## config.mk

```make
export PLATFORM = sky130hd
export DESIGN_NAME = akrt_front
export DESIGN_NICKNAME = d
export VERILOG_FILES = /design/src/rtl/core/akrt_pkg.sv /design/src/rtl/core/akrt_front.sv
export SDC_FILE = /design/constraint.sdc
export NUM_CORES = 1
export LEC_CHECK = 0
export BUFFER_PORTS_ARGS = -buffer_cell sky130_fd_sc_hd__buf_2
export CAP_MARGIN = 10
export CELL_PAD_IN_SITES_DETAIL_PLACEMENT = 0
export CELL_PAD_IN_SITES_GLOBAL_PLACEMENT = 1
export CORE_MARGIN = 1.5
export CORE_UTILIZATION = 30
export CTS_BUF_LIST = sky130_fd_sc_hd__clkbuf_4 sky130_fd_sc_hd__clkbuf_8
export DETAILED_ROUTE_END_ITERATION = 7
export PLACE_DENSITY_LB_ADDON = 0.1
export SLEW_MARGIN = 30
export SYNTH_ARGS = -nofsm -noshare
export SYNTH_HDL_FRONTEND = slang
export SYNTH_SLANG_ARGS = --single-unit
```

## constraint.sdc

```tcl
create_clock -name clk -period 3.1 [get_ports clk]
set_input_delay 0.155 -clock clk [delete_from_list [all_inputs] [get_ports clk]]
set_output_delay 0.155 -clock clk [all_outputs]
set_load 0.02 [all_outputs]
```

## src/rtl/core/akrt_pkg.sv

```systemverilog
// ----------------------------------------------------------------------------
// akrt_pkg
// Types, codes and constants shared by the analog-key rapid-trigger block.
// ----------------------------------------------------------------------------
package akrt_pkg;

  localparam int NUM_KEYS         = 64;
  localparam int KEY_W            = 6;
  localparam int CAL_SAMPLES      = 16;
  localparam int IDLE_START       = 2048;
  localparam int MAX_TRAVEL_START = 1000;
  localparam int SAMPLE_BITS      = 12;
  localparam int ADDR_W           = 6;
  localparam int DATA_W           = 64;

  localparam logic [1:0] REQ_SCAN   = 2'd0;
  localparam logic [1:0] REQ_SAMPLE = 2'd1;
  localparam logic [1:0] REQ_TAP    = 2'd2;
  localparam logic [1:0] REQ_RSVD   = 2'd3;

  localparam logic [1:0] EV_NONE    = 2'd0;
  localparam logic [1:0] EV_PRESS   = 2'd1;
  localparam logic [1:0] EV_RELEASE = 2'd2;

  localparam logic [2:0] REG_TRIGGER_LEVEL = 3'd0;
  localparam logic [2:0] REG_RESET_GAP     = 3'd1;
  localparam logic [2:0] REG_RAPID_GAP     = 3'd2;
  localparam logic [2:0] REG_TAP_WINDOW    = 3'd3;
  localparam logic [2:0] REG_TAP_MASK      = 3'd4;
  localparam logic [2:0] REG_IDLE_MARGIN   = 3'd5;
  localparam logic [2:0] REG_BOTTOM_MARGIN = 3'd6;
  localparam logic [2:0] REG_SLEEP_COUNT   = 3'd7;

  typedef enum logic [2:0] {
    PH_RESET     = 3'd0,
    PH_RAPID     = 3'd1,
    PH_MAYBE_TAP = 3'd2,
    PH_TAP       = 3'd3,
    PH_TRIG      = 3'd4
  } phase_t;

  typedef enum logic [1:0] {
    DIR_NONE = 2'd0,
    DIR_DOWN = 2'd1,
    DIR_UP   = 2'd2
  } dir_t;

  typedef enum logic [1:0] {
    OP_SCAN,
    OP_SAMPLE,
    OP_TAP,
    OP_NOP
  } op_t;

  typedef enum logic [3:0] {
    ST_IDLE,
    ST_LOAD,
    ST_CAL,
    ST_DIST,
    ST_CLAMP,
    ST_DIV,
    ST_FILT,
    ST_ACT,
    ST_WB,
    ST_OUT
  } seq_state_t;

  typedef struct packed {
    logic [1:0]             req_type;
    logic [KEY_W-1:0]       key_index;
    logic [SAMPLE_BITS-1:0] sample;
    logic [31:0]            now_ms;
  } in_item_t;

  typedef struct packed {
    logic [KEY_W-1:0] key_out;
    logic [1:0]       event_res;
    logic             layer;
    logic [7:0]       travel_level;
    logic             sleeping;
  } out_item_t;

  typedef struct packed {
    op_t                    op;
    logic [KEY_W-1:0]       key;
    logic [SAMPLE_BITS-1:0] sample;
    logic [31:0]            now_ms;
  } work_t;

  typedef struct packed {
    logic [7:0]  trigger_level;
    logic [7:0]  reset_gap;
    logic [7:0]  rapid_gap;
    logic [15:0] tap_window_ms;
    logic [63:0] tap_key_mask;
    logic [11:0] idle_margin;
    logic [11:0] bottom_margin;
    logic [15:0] sleep_count;
  } cfg_t;

  typedef struct packed {
    logic [4:0]        cal_count;
    logic [15:0]       idle_level;
    logic [11:0]       max_travel;
    logic [11:0]       prev_travel;
    logic [7:0]        travel_scaled;
    logic [15:0]       filtered_travel;
    logic signed [8:0] speed;
    dir_t              heading;
    logic [7:0]        turn_point;
    phase_t            phase;
    logic [31:0]       trigger_time;
    logic [15:0]       quiet_count;
    logic              asleep;
  } key_rec_t;

  localparam key_rec_t REC_RESET = '{
    cal_count:       5'd0,
    idle_level:      16'(IDLE_START * 16),
    max_travel:      12'(MAX_TRAVEL_START),
    prev_travel:     12'd0,
    travel_scaled:   8'd0,
    filtered_travel: 16'd0,
    speed:           9'sd0,
    heading:         DIR_NONE,
    turn_point:      8'd0,
    phase:           PH_RESET,
    trigger_time:    32'd0,
    quiet_count:     16'd0,
    asleep:          1'b0
  };

endpackage

```

## src/rtl/core/akrt_front.sv

```systemverilog
// ----------------------------------------------------------------------------
// akrt_front
// Input queue: accepts items, decodes the request type and holds them for
// the sequencer.
// ----------------------------------------------------------------------------
module akrt_front (
  input  logic               clk,
  input  logic               rst_n,
  input  logic               push,
  output logic               full,
  input  akrt_pkg::in_item_t in_item,
  output logic               fr_valid,
  input  logic               fr_pop,
  output akrt_pkg::work_t    fr_work
);

  akrt_pkg::work_t q_r [2];
  logic            wr_ptr_r;
  logic            rd_ptr_r;
  logic [1:0]      cnt_r;
  akrt_pkg::work_t dec;
  logic            do_push;
  logic            do_pop;

  // classify the request
  always_comb begin
    dec.key    = in_item.key_index;
    dec.sample = in_item.sample;
    dec.now_ms = in_item.now_ms;
    unique case (in_item.req_type)
      akrt_pkg::REQ_SCAN:   dec.op = akrt_pkg::OP_SCAN;
      akrt_pkg::REQ_SAMPLE: dec.op = akrt_pkg::OP_SAMPLE;
      akrt_pkg::REQ_TAP:    dec.op = akrt_pkg::OP_TAP;
      default:              dec.op = akrt_pkg::OP_NOP;
    endcase
  end

  assign full     = (cnt_r == 2'd2);
  assign fr_valid = (cnt_r != 2'd0);
  assign fr_work  = q_r[rd_ptr_r];
  assign do_push  = push && !full;
  assign do_pop   = fr_pop && fr_valid;

  always_ff @(posedge clk) begin
    if (do_push) begin
      q_r[wr_ptr_r] <= dec;
    end
  end

  always_ff @(posedge clk) begin
    if (!rst_n) begin
      wr_ptr_r <= 1'b0;
      rd_ptr_r <= 1'b0;
      cnt_r    <= 2'd0;
    end else begin
      if (do_push) wr_ptr_r <= !wr_ptr_r;
      if (do_pop)  rd_ptr_r <= !rd_ptr_r;
      cnt_r <= cnt_r + 2'(do_push) - 2'(do_pop);
    end
  end

endmodule

```

==> PnR_summary.wiki <==
{| class="wikitable"
! Metric !! Value
|-
| Run status || finished clean
|-
| Category of the critical setup timing path || flop to output port
|-
| Detail-routed via count per cell || 4.11
|-
| DRC violation total after the first TritonRoute iteration || 63
|-
| Std-Cell Rows || 43
|-
| Critical path endpoint category || output port
|-
| Post-CTS Setup Repair Bufs || 0
|-
| Final weighted congestion of routability-driven global placement || 0.650
|-
| Netlist Area Pre-Place || 4250 um2
|-
| Total number of nets in the final design || 418
|-
| Multi-input gate area || 907 um2
|-
| Maximum fanout along the worst path || 36
|-
| Quantity of hold-fixing buffers added after cts || 52
|-
| Synthesis-to-layout area growth || 33.6%
|-
| Required time worst endpoint || 2940 ps
|-
| End point of the worst hold path || cnt_r[0]
|-
| Slack of the worst reg-to-reg path || 1370 ps
|-
| Num Clock Sinks || 109
|-
| Synth cell types || 20
|-
| Maxcap violations || 0
|-
| Final core occ || 0.409
|-
| Finished Cell Area || 5680 um2
|-
| Primary flip-flop cell chosen by synthesis mapping || edfxtp_1
|-
| Width of the die || 122 um
|-
| Mux contribution to synthesized area || 0.184
|-
| Wire length of the first global-routing pass || 12200 um
|-
| Area of the placeable core || 13900 um2
|-
| Final sum of negative setup slack || 0 ps
|-
| Number of synthesized flops with an enable pin || 104
|-
| Final Slew Violations || 0
|-
| Share of flip-flops with an asynchronous set or reset || 0
|-
| Fraction of the yosys area taken by sequential cells || 0.758
|-
| Dominant combinational cell family by area after synthesis || multiplexers
|-
| Non-Filler Instances || 545
|-
| Pin slew with the least headroom to its limit || 693 ps
|-
| Clock period minus final worst setup slack || 2170 ps
|-
| Reg clk slew, reported paths || 90 ps
|-
| Number of global-route vias before repair || 2320
|-
| Number of antenna diodes || 0
|-
| Ports placed on the boundary || 110
|-
| Effective utilization at floorplan || 0.306
|-
| Synth Area in XOR/XNOR || 0.00412
|-
| Relative slew slack || 0.538
|-
| Top post-synthesis cells by area || edfxtp_1, mux2_4, buf_12
|-
| Origin of the worst min-delay path || rst_n
|-
| Worst hold path cell count || 2
|-
| Worst-Skew Late Latency || 370 ps
|-
| Total instance count after detailed placement || 477
|-
| Overall overflow remaining after global route || 0
|-
| Simple logic cell fraction of the synthesized area || 0.0153
|-
| Quantity of I/O buffers inserted on ports || 109
|-
| Most common cell in the netlist || edfxtp_1
|-
| Number of filler instances in the final layout || 1304
|-
| Footprint of the flip-flops and latches || 3230 um2
|-
| Routed via count || 2240
|-
| Antenna-violating nets left || 0
|-
| Clock H-tree levels || 3
|-
| Critical register-to-register path startpoint || cnt_r[0]
|-
| Largest area contributor in the synthesized netlist || edfxtp_1
|-
| Cell Pwr Density || 764 nW/um2
|-
| Total CTS buffers || 9
|-
| Largest net degree at the start of global routing || 43
|-
| Reg2Reg Depth || 8
|-
| Count of mapped cells out of synthesis || 191
|-
| Post-synthesis adder-cell area fraction || 0.00589
|-
| Placed standard-cell area || 4970 um2
|-
| Final hold violation count || 0
|-
| Average footprint of a synthesized cell || 22.3 um2
|-
| Hold WC Path Type || primary input to flop
|-
| Compound-Gate Fraction of Synth Area || 0.00177
|-
| Crit path DAT || 2020 ps
|-
| DRC viols || 0
|-
| Layout cells sized above 1 || 0.510
|-
| Initial antenna violation count || 0
|-
| Area fraction of the dominant cell type after synthesis || 0.735
|-
| Static leakage || 0.00225 uW
|-
| Number of optimization iterations in the first detailed-route pass || 4
|-
| Final-report setup violation count || 0
|-
| All-layer global routing usage || 0.114
|-
| Wire length per cell || 14.5 um
|-
| Flop and latch count out of synthesis || 109
|-
| Final HPWL from detailed placement || 5040 um
|-
| DIE AREA || 14900 um2
|-
| CTS tree || done
|-
| Longest Clk Path Bufs || 2
|-
| Syn. warnings || 0
|-
| Number of resized instances in the post-cts repair step || 0
|-
| Endpoint of the lowest-slack register-to-register path || cnt_r[1]
|-
| List of most frequent post-synthesis cells || edfxtp_1, mux2_4, buf_12, dfxtp_1, nor2_1
|-
| RSZ-0062 raised after global routing || no
|-
| Post-Synthesis Net Count || 249
|-
| Total Wirelength || 7900 um
|-
| DIE HEIGHT || 122 um
|-
| Clock root buffer || clkbuf_8
|-
| Final setup skew || 6.56 ps
|-
| Final clock period utilization by the worst path || 0.701
|-
| Maximum vdd drop || 0.353 mV
|-
| Startpoint kind of the worst setup timing path || flop
|-
| Fmax achieved || 0.460 GHz
|-
| WHS || 45.7 ps
|}
==> worst max-delay path, stage by stage, from the launching register on <==
cell and delay (ps):
dfxtp_4 820, buf_4 350, mux2_4 320, buf_2 160
==> metrics by stage <==
step / setup WS [ps] / total power (uW)
finish: 928 / 4340
global route: 797 / 4590
CTS: 845 / 4430
detailed placement: 1280 / 3540
global placement: 1280 / 3530
floorplan: 743 / 3180
==> how the worst max path moves through the flow <==
stage / from / to / slack (ps)
after floorplan: cnt_r[0] / q_r[0][0] / 740
after global routing: flop / fr_work[13] / 800
final: flop / fr_work[11] / 930
after global placement: flop / fr_work[10] / 1280
after CTS: flop / fr_work[11] / 840
after detailed placement: flop / fr_work[11] / 1280
==> power breakdown <==
| part | internal [uW] | switching (uW) |
|---|---|---|
| clock network | 385 | 437 |
| registers | 1900 | 165 |
| logic | 706 | 749 |
| total | 2990 | 1350 |
==> cell type report <==
type	instances	share of cell area
flip-flops and latches	109	0.568
repair buffers	166	0.197
multi-input cells	71	0.160
well taps	180	0.0397
clock buffers	15	0.0330
inverters	3	0.00198
clock inverters	1	0.000881
==> layout by cell type, fill, tap and decap left out <==
cell,n
buf_12,1
clkbuf_8,12
edfxtp_1,104
buf_2,109
inv_1,3
or2_2,1
nor3_1,1
and2_1,2
dfxtp_4,1
nand2_1,2
clkbuf_4,3
buf_4,4
nand2b_1,2
clkinv_2,1
nor2_1,3
o21a_1,1
mux2i_1,1
ha_1,2
nor2_4,1
and3_2,1
xnor2_1,1
dfxtp_1,4
mux2_4,50
dlygate4sd3_1,52
mux2_2,2
xor2_1,1
==> per-layer routing <==
layer  vias to the layer above  routed length, um  part of all wire  track usage
met5                         -                  0                 0            0
met4                         0                207             0.026       0.0662
met3                        14                466             0.059       0.0318
met2                        64               3740              0.47        0.178
met1                      1095               3490              0.44        0.142
li1                       1067                  -                 -            -
==> flip-flops by register name, summed over array words and instances, names as in the netlist, named ones only <==
| name | count |
|---|---|
| cnt_r | 2 |
| rd_ptr_r | 1 |
| q_r | 104 |
| wr_ptr_r | 1 |
==> cells by family after synthesis <==
family	count (synthesis)
DFF	109
muxes	53
and+or+nand+nor	13
buffers and inverters	11
xor gates and xnor gates	2
adders and majority gates	2
AOI/OAI and AO/OA	1
Power figures use the tool's default switching activity.
